File: config.mk
export PLATFORM = sky130hd
export DESIGN_NAME = blob_base_fee_exponential
export DESIGN_NICKNAME = d
export VERILOG_FILES = /design/src/sv/bbfe_pkg.sv /design/src/sv/bbfe_div.sv /design/src/sv/bbfe_mul.sv /design/src/sv/bbfe_dpath.sv /design/src/sv/bbfe_ctrl.sv /design/src/sv/blob_base_fee_exponential.sv
export SDC_FILE = /design/constraint.sdc
export NUM_CORES = 2
export LEC_CHECK = 0
export BUFFER_PORTS_ARGS = -buffer_cell sky130_fd_sc_hd__buf_2
export CAP_MARGIN = 0
export CORE_ASPECT_RATIO = 1.1
export CORE_UTILIZATION = 50
export CTS_CLUSTER_DIAMETER = 50
export DETAILED_ROUTE_END_ITERATION = 16
export GPL_ROUTABILITY_DRIVEN = 0
export PLACE_DENSITY = 0.66
export SYNTH_ARGS = -nofsm -noshare
export SYNTH_HDL_FRONTEND = slang
export SYNTH_SLANG_ARGS = --single-unit
File: constraint.sdc
create_clock -name clk_i -period 17.88 [get_ports clk_i]
set_clock_uncertainty 0.05 [all_clocks]
set_input_delay 1.788 -clock clk_i [delete_from_list [all_inputs] [get_ports clk_i]]
set_output_delay 1.788 -clock clk_i [all_outputs]
set_load 0.01 [all_outputs]
File: src/sv/bbfe_pkg.sv
// ----------------------------------------------------------------------------
// bbfe_pkg
// Shared constants, codes and controller/datapath interface types of the
// blob base fee exponential unit.
// ----------------------------------------------------------------------------
package bbfe_pkg;

  // data widths
  localparam int DATA_W    = 64;
  localparam int HALF_W    = DATA_W / 2;
  localparam int DIV_CNT_W = $clog2(DATA_W);
  localparam int CFG_IDX_W = 8;

  // series term limit and counter width
  localparam int MAX_TERMS  = 256;
  localparam int TERM_CNT_W = $clog2(MAX_TERMS + 1);

  // configuration register indexes
  localparam logic [CFG_IDX_W-1:0] REG_FACTOR  = CFG_IDX_W'(0);
  localparam logic [CFG_IDX_W-1:0] REG_DIVISOR = CFG_IDX_W'(1);

  // register reset values
  localparam logic [DATA_W-1:0] FACTOR_RESET        = DATA_W'(1);
  localparam logic [DATA_W-1:0] FEE_UPDATE_FRACTION = DATA_W'(3338477);

  // result status codes
  typedef enum logic [1:0] {
    STATUS_OK         = 2'd0,
    STATUS_TERM_LIMIT = 2'd1,
    STATUS_ZERO_DIV   = 2'd2
  } status_e;

  // multiplier operand pairs
  typedef enum logic [1:0] {
    MUL_FACTOR_DEN,
    MUL_QUO_NUM,
    MUL_REM_NUM
  } mul_sel_e;

  // divider operand pairs
  typedef enum logic [1:0] {
    DIV_TERM_D,
    DIV_PROD_D,
    DIV_SUM_DEN
  } div_sel_e;

  // controller states
  typedef enum logic [3:0] {
    ST_IDLE,
    ST_INIT_MUL,
    ST_CHECK,
    ST_TEST_D,
    ST_DIV_Q,
    ST_MUL_Q,
    ST_MUL_R,
    ST_DIV_R,
    ST_DIV_SUM,
    ST_OUT
  } state_e;

  // commands from controller to datapath
  typedef struct packed {
    logic     load_num;
    logic     clear_series;
    logic     mul_start;
    mul_sel_e mul_sel;
    logic     div_start;
    div_sel_e div_sel;
    logic     term_from_mul;
    logic     step;
    logic     pq_load;
    logic     term_from_next;
    logic     out_load;
    status_e  out_status;
  } dp_cmd_t;

  // status from datapath to controller
  typedef struct packed {
    logic den_zero;
    logic term_zero;
    logic d_zero;
    logic k_max;
    logic mul_done;
    logic div_done;
  } dp_stat_t;

endpackage

File: src/sv/bbfe_div.sv
// ----------------------------------------------------------------------------
// bbfe_div
// Restoring radix-2 divider, one quotient bit per cycle. Quotient and
// remainder hold until the next start.
// ----------------------------------------------------------------------------
module bbfe_div (
  input  logic                        clk_i,
  input  logic                        rst_ni,
  input  logic                        start_i,
  input  logic [bbfe_pkg::DATA_W-1:0] dividend_i,
  input  logic [bbfe_pkg::DATA_W-1:0] divisor_i,
  output logic [bbfe_pkg::DATA_W-1:0] quotient_o,
  output logic [bbfe_pkg::DATA_W-1:0] remainder_o,
  output logic                        done_o
);

  localparam logic [bbfe_pkg::DIV_CNT_W-1:0] LastStep =
    bbfe_pkg::DIV_CNT_W'(bbfe_pkg::DATA_W - 1);

  logic [bbfe_pkg::DATA_W-1:0]    quo_q, quo_d;
  logic [bbfe_pkg::DATA_W-1:0]    rem_q, rem_d;
  logic [bbfe_pkg::DATA_W-1:0]    dvs_q;
  logic [bbfe_pkg::DIV_CNT_W-1:0] cnt_q;
  logic                           busy_q, done_q;
  logic [bbfe_pkg::DATA_W:0]      shifted;
  logic [bbfe_pkg::DATA_W:0]      diff;
  logic                           fits;

  // one restoring step
  always_comb begin
    shifted = {rem_q, quo_q[bbfe_pkg::DATA_W-1]};
    diff    = shifted - {1'b0, dvs_q};
    fits    = shifted >= {1'b0, dvs_q};
    rem_d   = fits ? diff[bbfe_pkg::DATA_W-1:0] : shifted[bbfe_pkg::DATA_W-1:0];
    quo_d   = {quo_q[bbfe_pkg::DATA_W-2:0], fits};
  end

  // control
  always_ff @(posedge clk_i or negedge rst_ni) begin
    if (!rst_ni) begin
      busy_q <= 1'b0;
      done_q <= 1'b0;
      cnt_q  <= '0;
    end else begin
      done_q <= 1'b0;
      if (start_i) begin
        busy_q <= 1'b1;
        cnt_q  <= '0;
      end else if (busy_q) begin
        cnt_q <= cnt_q + bbfe_pkg::DIV_CNT_W'(1);
        if (cnt_q == LastStep) begin
          busy_q <= 1'b0;
          done_q <= 1'b1;
        end
      end
    end
  end

  // operands and partial results
  always_ff @(posedge clk_i) begin
    if (start_i) begin
      quo_q <= dividend_i;
      rem_q <= '0;
      dvs_q <= divisor_i;
    end else if (busy_q) begin
      quo_q <= quo_d;
      rem_q <= rem_d;
    end
  end

  assign quotient_o  = quo_q;
  assign remainder_o = rem_q;
  assign done_o      = done_q;

endmodule

File: src/sv/bbfe_mul.sv
// ----------------------------------------------------------------------------
// bbfe_mul
// Low half of a 64 by 64 product from three 32 by 32 partial products,
// one per cycle, each registered before it is accumulated.
// ----------------------------------------------------------------------------
module bbfe_mul (
  input  logic                        clk_i,
  input  logic                        rst_ni,
  input  logic                        start_i,
  input  logic [bbfe_pkg::DATA_W-1:0] a_i,
  input  logic [bbfe_pkg::DATA_W-1:0] b_i,
  output logic [bbfe_pkg::DATA_W-1:0] product_o,
  output logic                        done_o
);

  localparam logic [1:0] StepLoLo = 2'd0;
  localparam logic [1:0] StepLoHi = 2'd1;
  localparam logic [1:0] StepHiLo = 2'd2;
  localparam logic [1:0] StepLast = 2'd3;

  logic [bbfe_pkg::DATA_W-1:0] a_q, b_q;
  logic [bbfe_pkg::DATA_W-1:0] prod_q;
  logic [bbfe_pkg::DATA_W-1:0] acc_q;
  logic [1:0]                  step_q;
  logic                        busy_q, done_q;
  logic [bbfe_pkg::HALF_W-1:0] pa, pb;
  logic [bbfe_pkg::HALF_W-1:0] acc_hi;

  // partial operand select
  always_comb begin
    unique case (step_q)
      StepLoLo: begin
        pa = a_q[bbfe_pkg::HALF_W-1:0];
        pb = b_q[bbfe_pkg::HALF_W-1:0];
      end
      StepLoHi: begin
        pa = a_q[bbfe_pkg::HALF_W-1:0];
        pb = b_q[bbfe_pkg::DATA_W-1:bbfe_pkg::HALF_W];
      end
      default: begin
        pa = a_q[bbfe_pkg::DATA_W-1:bbfe_pkg::HALF_W];
        pb = b_q[bbfe_pkg::HALF_W-1:0];
      end
    endcase
    acc_hi = acc_q[bbfe_pkg::DATA_W-1:bbfe_pkg::HALF_W] + prod_q[bbfe_pkg::HALF_W-1:0];
  end

  // control
  always_ff @(posedge clk_i or negedge rst_ni) begin
    if (!rst_ni) begin
      busy_q <= 1'b0;
      done_q <= 1'b0;
      step_q <= StepLoLo;
    end else begin
      done_q <= 1'b0;
      if (start_i) begin
        busy_q <= 1'b1;
        step_q <= StepLoLo;
      end else if (busy_q) begin
        step_q <= step_q + 2'd1;
        if (step_q == StepLast) begin
          busy_q <= 1'b0;
          done_q <= 1'b1;
        end
      end
    end
  end

  // partial products and accumulation
  always_ff @(posedge clk_i) begin
    if (start_i) begin
      a_q <= a_i;
      b_q <= b_i;
    end else if (busy_q) begin
      prod_q <= bbfe_pkg::DATA_W'(pa) * bbfe_pkg::DATA_W'(pb);
      if (step_q == StepLoHi) begin
        acc_q <= prod_q;
      end else if (step_q == StepHiLo || step_q == StepLast) begin
        acc_q <= {acc_hi, acc_q[bbfe_pkg::HALF_W-1:0]};
      end
    end
  end

  assign product_o = acc_q;
  assign done_o    = done_q;

endmodule

File: src/sv/bbfe_dpath.sv
// ----------------------------------------------------------------------------
// bbfe_dpath
// Series datapath: configuration registers, term, sum, term divisor and
// count, the shared multiplier and divider, and the result register.
// ----------------------------------------------------------------------------
module bbfe_dpath (
  input  logic                           clk_i,
  input  logic                           rst_ni,
  input  logic                           cfg_we_i,
  input  logic [bbfe_pkg::CFG_IDX_W-1:0] cfg_index_i,
  input  logic [bbfe_pkg::DATA_W-1:0]    cfg_data_i,
  input  logic [bbfe_pkg::DATA_W-1:0]    num_i,
  input  bbfe_pkg::dp_cmd_t              cmd_i,
  output bbfe_pkg::dp_stat_t             stat_o,
  output logic [bbfe_pkg::DATA_W-1:0]    value_o,
  output logic [1:0]                     status_o
);

  logic [bbfe_pkg::DATA_W-1:0]     factor_q, den_q;
  logic [bbfe_pkg::DATA_W-1:0]     num_q, term_q, sum_q, d_q, pq_q;
  logic [bbfe_pkg::TERM_CNT_W-1:0] k_q;
  logic [bbfe_pkg::DATA_W-1:0]     value_q;
  bbfe_pkg::status_e               status_q;
  logic [bbfe_pkg::DATA_W-1:0]     mul_a, mul_b, mul_p;
  logic [bbfe_pkg::DATA_W-1:0]     div_a, div_b, div_quo, div_rem;
  logic                            mul_done, div_done;

  // configuration registers
  always_ff @(posedge clk_i or negedge rst_ni) begin
    if (!rst_ni) begin
      factor_q <= bbfe_pkg::FACTOR_RESET;
      den_q    <= bbfe_pkg::FEE_UPDATE_FRACTION;
    end else if (cfg_we_i) begin
      if (cfg_index_i == bbfe_pkg::REG_FACTOR) begin
        factor_q <= cfg_data_i;
      end else if (cfg_index_i == bbfe_pkg::REG_DIVISOR) begin
        den_q <= cfg_data_i;
      end
    end
  end

  // multiplier operand select
  always_comb begin
    unique case (cmd_i.mul_sel)
      bbfe_pkg::MUL_FACTOR_DEN: begin
        mul_a = factor_q;
        mul_b = den_q;
      end
      bbfe_pkg::MUL_QUO_NUM: begin
        mul_a = div_quo;
        mul_b = num_q;
      end
      default: begin
        mul_a = div_rem;
        mul_b = num_q;
      end
    endcase
  end

  // divider operand select
  always_comb begin
    unique case (cmd_i.div_sel)
      bbfe_pkg::DIV_TERM_D: begin
        div_a = term_q;
        div_b = d_q;
      end
      bbfe_pkg::DIV_PROD_D: begin
        div_a = mul_p;
        div_b = d_q;
      end
      default: begin
        div_a = sum_q;
        div_b = den_q;
      end
    endcase
  end

  bbfe_mul u_mul (
    .clk_i     (clk_i),
    .rst_ni    (rst_ni),
    .start_i   (cmd_i.mul_start),
    .a_i       (mul_a),
    .b_i       (mul_b),
    .product_o (mul_p),
    .done_o    (mul_done)
  );

  bbfe_div u_div (
    .clk_i       (clk_i),
    .rst_ni      (rst_ni),
    .start_i     (cmd_i.div_start),
    .dividend_i  (div_a),
    .divisor_i   (div_b),
    .quotient_o  (div_quo),
    .remainder_o (div_rem),
    .done_o      (div_done)
  );

  // series registers
  always_ff @(posedge clk_i) begin
    if (cmd_i.load_num) begin
      num_q <= num_i;
    end
    if (cmd_i.clear_series) begin
      sum_q <= '0;
      d_q   <= '0;
      k_q   <= '0;
    end else if (cmd_i.step) begin
      sum_q <= sum_q + term_q;
      d_q   <= d_q + den_q;
      k_q   <= k_q + bbfe_pkg::TERM_CNT_W'(1);
    end
    if (cmd_i.term_from_mul) begin
      term_q <= mul_p;
    end else if (cmd_i.term_from_next) begin
      term_q <= pq_q + div_quo;
    end
    if (cmd_i.pq_load) begin
      pq_q <= mul_p;
    end
  end

  // result register
  always_ff @(posedge clk_i) begin
    if (cmd_i.out_load) begin
      status_q <= cmd_i.out_status;
      value_q  <= (cmd_i.out_status == bbfe_pkg::STATUS_ZERO_DIV) ? '0 : div_quo;
    end
  end

  always_comb begin
    stat_o.den_zero  = (den_q == '0);
    stat_o.term_zero = (term_q == '0);
    stat_o.d_zero    = (d_q == '0);
    stat_o.k_max     = (k_q == bbfe_pkg::TERM_CNT_W'(bbfe_pkg::MAX_TERMS));
    stat_o.mul_done  = mul_done;
    stat_o.div_done  = div_done;
  end

  assign value_o  = value_q;
  assign status_o = status_q;

endmodule

File: src/sv/bbfe_ctrl.sv
// ----------------------------------------------------------------------------
// bbfe_ctrl
// Sequencer for the series: starts multiplies and divides in order, checks
// the stop conditions and hands the result to the output register.
// ----------------------------------------------------------------------------
module bbfe_ctrl (
  input  logic               clk_i,
  input  logic               rst_ni,
  input  logic               in_valid_i,
  output logic               in_ready_o,
  output logic               out_valid_o,
  input  logic               out_ready_i,
  input  bbfe_pkg::dp_stat_t stat_i,
  output bbfe_pkg::dp_cmd_t  cmd_o
);

  bbfe_pkg::state_e  state_q, state_d;
  bbfe_pkg::status_e status_q, status_d;
  logic              out_valid_q, out_valid_d;

  // state registers
  always_ff @(posedge clk_i or negedge rst_ni) begin
    if (!rst_ni) begin
      state_q     <= bbfe_pkg::ST_IDLE;
      status_q    <= bbfe_pkg::STATUS_OK;
      out_valid_q <= 1'b0;
    end else begin
      state_q     <= state_d;
      status_q    <= status_d;
      out_valid_q <= out_valid_d;
    end
  end

  // next state and commands
  always_comb begin
    state_d     = state_q;
    status_d    = status_q;
    out_valid_d = out_valid_q;
    cmd_o       = '0;
    in_ready_o  = (state_q == bbfe_pkg::ST_IDLE);

    // result beat taken
    if (out_valid_q && out_ready_i) begin
      out_valid_d = 1'b0;
    end

    unique case (state_q)
      bbfe_pkg::ST_IDLE: begin
        if (in_valid_i) begin
          cmd_o.load_num     = 1'b1;
          cmd_o.clear_series = 1'b1;
          if (stat_i.den_zero) begin
            status_d = bbfe_pkg::STATUS_ZERO_DIV;
            state_d  = bbfe_pkg::ST_OUT;
          end else begin
            cmd_o.mul_start = 1'b1;
            cmd_o.mul_sel   = bbfe_pkg::MUL_FACTOR_DEN;
            state_d         = bbfe_pkg::ST_INIT_MUL;
          end
        end
      end
      bbfe_pkg::ST_INIT_MUL: begin
        if (stat_i.mul_done) begin
          cmd_o.term_from_mul = 1'b1;
          state_d             = bbfe_pkg::ST_CHECK;
        end
      end
      bbfe_pkg::ST_CHECK: begin
        // series ends on a zero term or at the term limit
        if (stat_i.term_zero || stat_i.k_max) begin
          cmd_o.div_start = 1'b1;
          cmd_o.div_sel   = bbfe_pkg::DIV_SUM_DEN;
          status_d        = stat_i.term_zero ? bbfe_pkg::STATUS_OK
                                             : bbfe_pkg::STATUS_TERM_LIMIT;
          state_d         = bbfe_pkg::ST_DIV_SUM;
        end else begin
          cmd_o.step = 1'b1;
          state_d    = bbfe_pkg::ST_TEST_D;
        end
      end
      bbfe_pkg::ST_TEST_D: begin
        // term divisor wrapped to zero
        if (stat_i.d_zero) begin
          status_d = bbfe_pkg::STATUS_ZERO_DIV;
          state_d  = bbfe_pkg::ST_OUT;
        end else begin
          cmd_o.div_start = 1'b1;
          cmd_o.div_sel   = bbfe_pkg::DIV_TERM_D;
          state_d         = bbfe_pkg::ST_DIV_Q;
        end
      end
      bbfe_pkg::ST_DIV_Q: begin
        if (stat_i.div_done) begin
          cmd_o.mul_start = 1'b1;
          cmd_o.mul_sel   = bbfe_pkg::MUL_QUO_NUM;
          state_d         = bbfe_pkg::ST_MUL_Q;
        end
      end
      bbfe_pkg::ST_MUL_Q: begin
        if (stat_i.mul_done) begin
          cmd_o.pq_load   = 1'b1;
          cmd_o.mul_start = 1'b1;
          cmd_o.mul_sel   = bbfe_pkg::MUL_REM_NUM;
          state_d         = bbfe_pkg::ST_MUL_R;
        end
      end
      bbfe_pkg::ST_MUL_R: begin
        if (stat_i.mul_done) begin
          cmd_o.div_start = 1'b1;
          cmd_o.div_sel   = bbfe_pkg::DIV_PROD_D;
          state_d         = bbfe_pkg::ST_DIV_R;
        end
      end
      bbfe_pkg::ST_DIV_R: begin
        if (stat_i.div_done) begin
          cmd_o.term_from_next = 1'b1;
          state_d              = bbfe_pkg::ST_CHECK;
        end
      end
      bbfe_pkg::ST_DIV_SUM: begin
        if (stat_i.div_done) begin
          state_d = bbfe_pkg::ST_OUT;
        end
      end
      bbfe_pkg::ST_OUT: begin
        // wait for a free output register
        if (!out_valid_q || out_ready_i) begin
          cmd_o.out_load   = 1'b1;
          cmd_o.out_status = status_q;
          out_valid_d      = 1'b1;
          state_d          = bbfe_pkg::ST_IDLE;
        end
      end
      default: begin
        state_d = bbfe_pkg::ST_IDLE;
      end
    endcase
  end

  assign out_valid_o = out_valid_q;

endmodule

File: src/sv/blob_base_fee_exponential.sv
// ----------------------------------------------------------------------------
// blob_base_fee_exponential
// Integer Taylor-series approximation of factor * e^(numerator / divisor)
// as used by the blob base fee rule, with term limit and zero divisor flags.
//
// Usage:
//   cfg channel: register 0 is the factor, register 1 the divisor; other
//   indexes are ignored. cfg_ready_o is always high; write only while idle.
//   in channel: one 64-bit numerator per beat; the unit takes one item at a
//   time and in_ready_o is high only while no series is running.
//   out channel: one beat per item with approx_value_o and status_o.
// Sequence: one multiply forms the first term; each series term then
//   takes two divides in the bit-serial divider, two multiplies in the
//   32x32 multiplier and two check states, and a final divide by the
//   divisor ends the series. A zero divisor skips the series and goes
//   straight to the output register.
// Throughput: one item per full series evaluation.
// Reset: factor returns to 1 and divisor to 3338477, no result pending.
// Stall: a finished result sits in the output register; the next item is
//   taken meanwhile, and its result waits until the pending beat leaves.
// ----------------------------------------------------------------------------
module blob_base_fee_exponential (
  input  logic                           clk_i,
  input  logic                           rst_ni,
  input  logic                           cfg_valid_i,
  output logic                           cfg_ready_o,
  input  logic [bbfe_pkg::CFG_IDX_W-1:0] cfg_index_i,
  input  logic [bbfe_pkg::DATA_W-1:0]    cfg_data_i,
  input  logic                           in_valid_i,
  output logic                           in_ready_o,
  input  logic [bbfe_pkg::DATA_W-1:0]    exponent_numerator_i,
  output logic                           out_valid_o,
  input  logic                           out_ready_i,
  output logic [bbfe_pkg::DATA_W-1:0]    approx_value_o,
  output logic [1:0]                     status_o
);

  bbfe_pkg::dp_cmd_t  cmd;
  bbfe_pkg::dp_stat_t stat;

  assign cfg_ready_o = 1'b1;

  bbfe_ctrl u_ctrl (
    .clk_i       (clk_i),
    .rst_ni      (rst_ni),
    .in_valid_i  (in_valid_i),
    .in_ready_o  (in_ready_o),
    .out_valid_o (out_valid_o),
    .out_ready_i (out_ready_i),
    .stat_i      (stat),
    .cmd_o       (cmd)
  );

  bbfe_dpath u_dpath (
    .clk_i       (clk_i),
    .rst_ni      (rst_ni),
    .cfg_we_i    (cfg_valid_i && cfg_ready_o),
    .cfg_index_i (cfg_index_i),
    .cfg_data_i  (cfg_data_i),
    .num_i       (exponent_numerator_i),
    .cmd_i       (cmd),
    .stat_o      (stat),
    .value_o     (approx_value_o),
    .status_o    (status_o)
  );

  // one item at a time
  assert property (@(posedge clk_i) disable iff (!rst_ni)
    in_valid_i && in_ready_o |=> !in_ready_o)
    else $error("input taken while a series is running");

  // multiplier and divider are never launched together
  assert property (@(posedge clk_i) disable iff (!rst_ni)
    !(cmd.mul_start && cmd.div_start))
    else $error("multiplier and divider started in the same cycle");

  // zero divisor results carry a zero value
  assert property (@(posedge clk_i) disable iff (!rst_ni)
    out_valid_o && status_o == bbfe_pkg::STATUS_ZERO_DIV |-> approx_value_o == '0)
    else $error("zero divisor result with nonzero value");

endmodule

==> out/qor.yml <==
run_status:
  status: "completed"
layout:
  area_growth_pct: 8.87
  final_core_util_pct: 54.9
  final_cells: 11700
  layout.nets: 10900
  final_cell_mix: "1,249 x nand2_1, 1,066 x nor2_1, 1,015 x inv_1, 901 x fa_1, 642 x edfxtp_1"
  fin_area_um2: 96200
  drive_above_1_share_pct: 9.83
  final_common_cell: "nand2_1"
place:
  io_buffers: 208
  dp_hpwl_mm: 237
  dp_cells: 11500
  dp_slack_ns: 7.29
  place_area_um2: 91600
power_and_ir_drop:
  leakage_nw: 43.4
  irDropWorstVdd_v: 0.0000903
  total_power_mw: 5.47
  power_density_nw_per_um2: 56.9
timing:
  fin_tns_setup_ns: 0
  finalCritPeriodShare_pct: 60.4
  fmax_mhz: 92.6
  period_needed_ns: 10.80
  relSlewSlack_pct: 11.0
  fin_ws_ns: 7.08
  setup-violations-final: 0
  grt_setup_unrepaired: "false"
  tightest_slew_ns: 1.32
  holdWs_ns: 0.424
  hold_violations: 0
  final_max_slew_viol_count: 0
setup_path:
  critPathLaunch: "u_dpath.u_mul.step_q[0]"
  crit_top_cell: "fa_1"
  required_ns: 18.34
  worstSetupPathType: "reg -> reg"
  slowest_delay_ns: 0.79
  critPathSlowestCell: "buf_4"
  crit_path_end_kind: "flip-flop"
  crit_fanout: 57
  reg2reg_setup_slack_ns: 7.08
  reg2reg_depth: 28
  start_kind: "flip-flop"
  timing.rr.start: "u_dpath.u_mul.step_q[0]"
  crit_arrival_ns: 11.26
  r2r_end: "u_dpath.u_mul.prod_q[60]"
floorplan:
  initial_core_util_pct: 50.4
  rows: 161
  core-area_um2: 175000
  dieHeight_um: 443
  dieArea_um2: 178000
  num_io_pins: 210
  chipWidth_um: 403
clock_tree:
  insertion_delay_ns: 0.81
  root_buffer: "clkbuf_16"
  postCtsResizedCells: 0
  cts_tree: "yes"
  cts_buffers: 132
  cts_buffer_depth: 3
  clk_pin_slew_ns: 0.06
  post_cts_buffers: 0
  cts_hold_buffers: 0
  cts_sinks: 990
  cts_max_level: 4
grt:
  grt_pass1_wl_mm: 451
  grt.total_usage_pct: 33.9
  grt_pass1_vias: 71400
  antenna_found_initial: 21
  grt_max_degree: 112
  grt_overflow_total: 0
routing:
  routed_wl_mm: 305
  final_antenna_net_count: 0
  drtIter0Drc: 7697
  wl_per_cell_um: 26.0
  via_count: 72500
  vias_per_cell: 6.18
  first_pass_iters: 8
  drc: 0
hold_path:
  hold_path.class: "reg -> reg"
  min-delay-start: "u_dpath.k_q[1]"
  whs_path_depth: 2
  holdPathEnd: "u_dpath.k_q[1]"
synth:
  ys.flop_type: "edfxtp_1"
  yosys_warnings: 0
  syn-num-nets: 11000
  yosys_register_bits: 990
  syn-cell-area_um2: 88400
  synth.avg_cell_area_um2: 9.42
  yosysSeqAreaShare_pct: 30.6
  synthCells: 9378
  synth_edf_count: 642
  synthArstFlopShare_pct: 14.8
  yosys.cell_types.count: 109
job:
  maxCapViolations: 0
[per-layer routing]
metal | wire length, um | share of wire (%) | global-route usage [%] | vias to the layer above
met3 | 33600 | 11 | 7.38 | 1004
met2 | 134000 | 44 | 51.5 | 4361
met5 | 101 | 0.033 | 0 | -
met1 | 114000 | 37 | 43.9 | 35600
li1 | - | - | - | 31500
met4 | 23800 | 7.8 | 21.8 | 14
[Yosys cell counts, drive strengths merged (134+ instances only)]
| master | instances | area, um^2 |
|---|---|---|
| edfxtp | 642 | 19300 |
| nand2 | 1252 | 4700 |
| nor2 | 1073 | 4030 |
| xnor2 | 193 | 1690 |
| clkbuf | 457 | 1720 |
| xor2 | 134 | 1170 |
| fa | 901 | 18000 |
| dfxtp | 201 | 4020 |
| ha | 554 | 6930 |
| inv | 1017 | 3820 |
| mux2 | 253 | 2850 |
| o21ai | 312 | 1570 |
| a21o | 214 | 1610 |
| a21oi | 546 | 2740 |
[flip-flops by register name, summed over array words and instances, names as in the netlist, 2 cells and up]
signal                     cells
u_dpath.u_mul.a_q             64
u_ctrl.state_q                 4
u_dpath.u_div.remainder_o     64
u_dpath.factor_q              64
u_dpath.sum_q                 64
u_dpath.term_q                64
u_dpath.num_q                 64
u_dpath.u_mul.step_q           2
u_dpath.u_div.quotient_o      64
u_dpath.den_q                 64
u_dpath.status_o               2
u_dpath.u_mul.prod_q          64
u_dpath.pq_q                  64
u_dpath.value_o               64
u_dpath.u_div.cnt_q            6
u_dpath.u_mul.product_o       64
u_dpath.d_q                   64
u_ctrl.status_q                2
u_dpath.u_div.dvs_q           64
u_dpath.k_q                    9
u_dpath.u_mul.b_q             64
[cell type report]
| cell class | count | area, um^2 |
|---|---|---|
| inverters | 1018 | 3830 |
| multi-input cells | 6868 | 56000 |
| diodes | 10 | 25.0 |
| clock buffers | 166 | 3510 |
| fillers | 15500 | 79100 |
| clock inverters | 79 | 1050 |
| repair buffers | 323 | 1930 |
| flip-flops and latches | 990 | 27000 |
| well taps | 2282 | 2860 |
[critical path, delay by kind of cell (launching register included)]
kind | cells | cell delay, ns
muxes | 1 | 0.72
and+or+nand+nor | 6 | 1.54
AOI/OAI and AO/OA | 6 | 1.47
DFF | 1 | 0.46
buffers and inverters | 4 | 0.94
xor gates and xnor gates | 1 | 0.09
adders and majority gates | 10 | 5.17
[kinds of logic (layout without fill, tap and decap cells)]
logic type | Yosys count | after routing | synth area share, %
AND/OR/NAND/NOR | 3001 | 3001 | 14.5
multiplexers | 353 | 353 | 4.36
adder cells (fa/ha/maj) | 1455 | 1455 | 28.3
buffers and inverters | 1520 | 1586 | 6.55
AO/OA/AOI/OAI | 1731 | 1731 | 12.5
other | 1 | 11 | 0.00424
flip-flops | 990 | 990 | 30.6
XOR/XNOR | 327 | 327 | 3.24
[how the worst max path moves through the flow]
stage / endpoint / slack [ns] / cells after the start
after floorplan: u_dpath.u_mul.product_o[0] / 2.78 / 4
after global placement: u_dpath.u_mul.prod_q[56] / 7.33 / 30
after detailed placement: u_dpath.u_mul.prod_q[56] / 7.29 / 30
after CTS: u_dpath.u_mul.prod_q[56] / 7.26 / 30
after global routing: u_dpath.u_mul.prod_q[60] / 6.65 / 29
final: u_dpath.u_mul.prod_q[60] / 7.08 / 28
[report_power, final]
group,switching (mW),internal [mW]
registers,0.0231,2.43
logic,0.171,0.118
clock network,1.16,1.57
No activity file was read; power rests on OpenSTA's default activity.
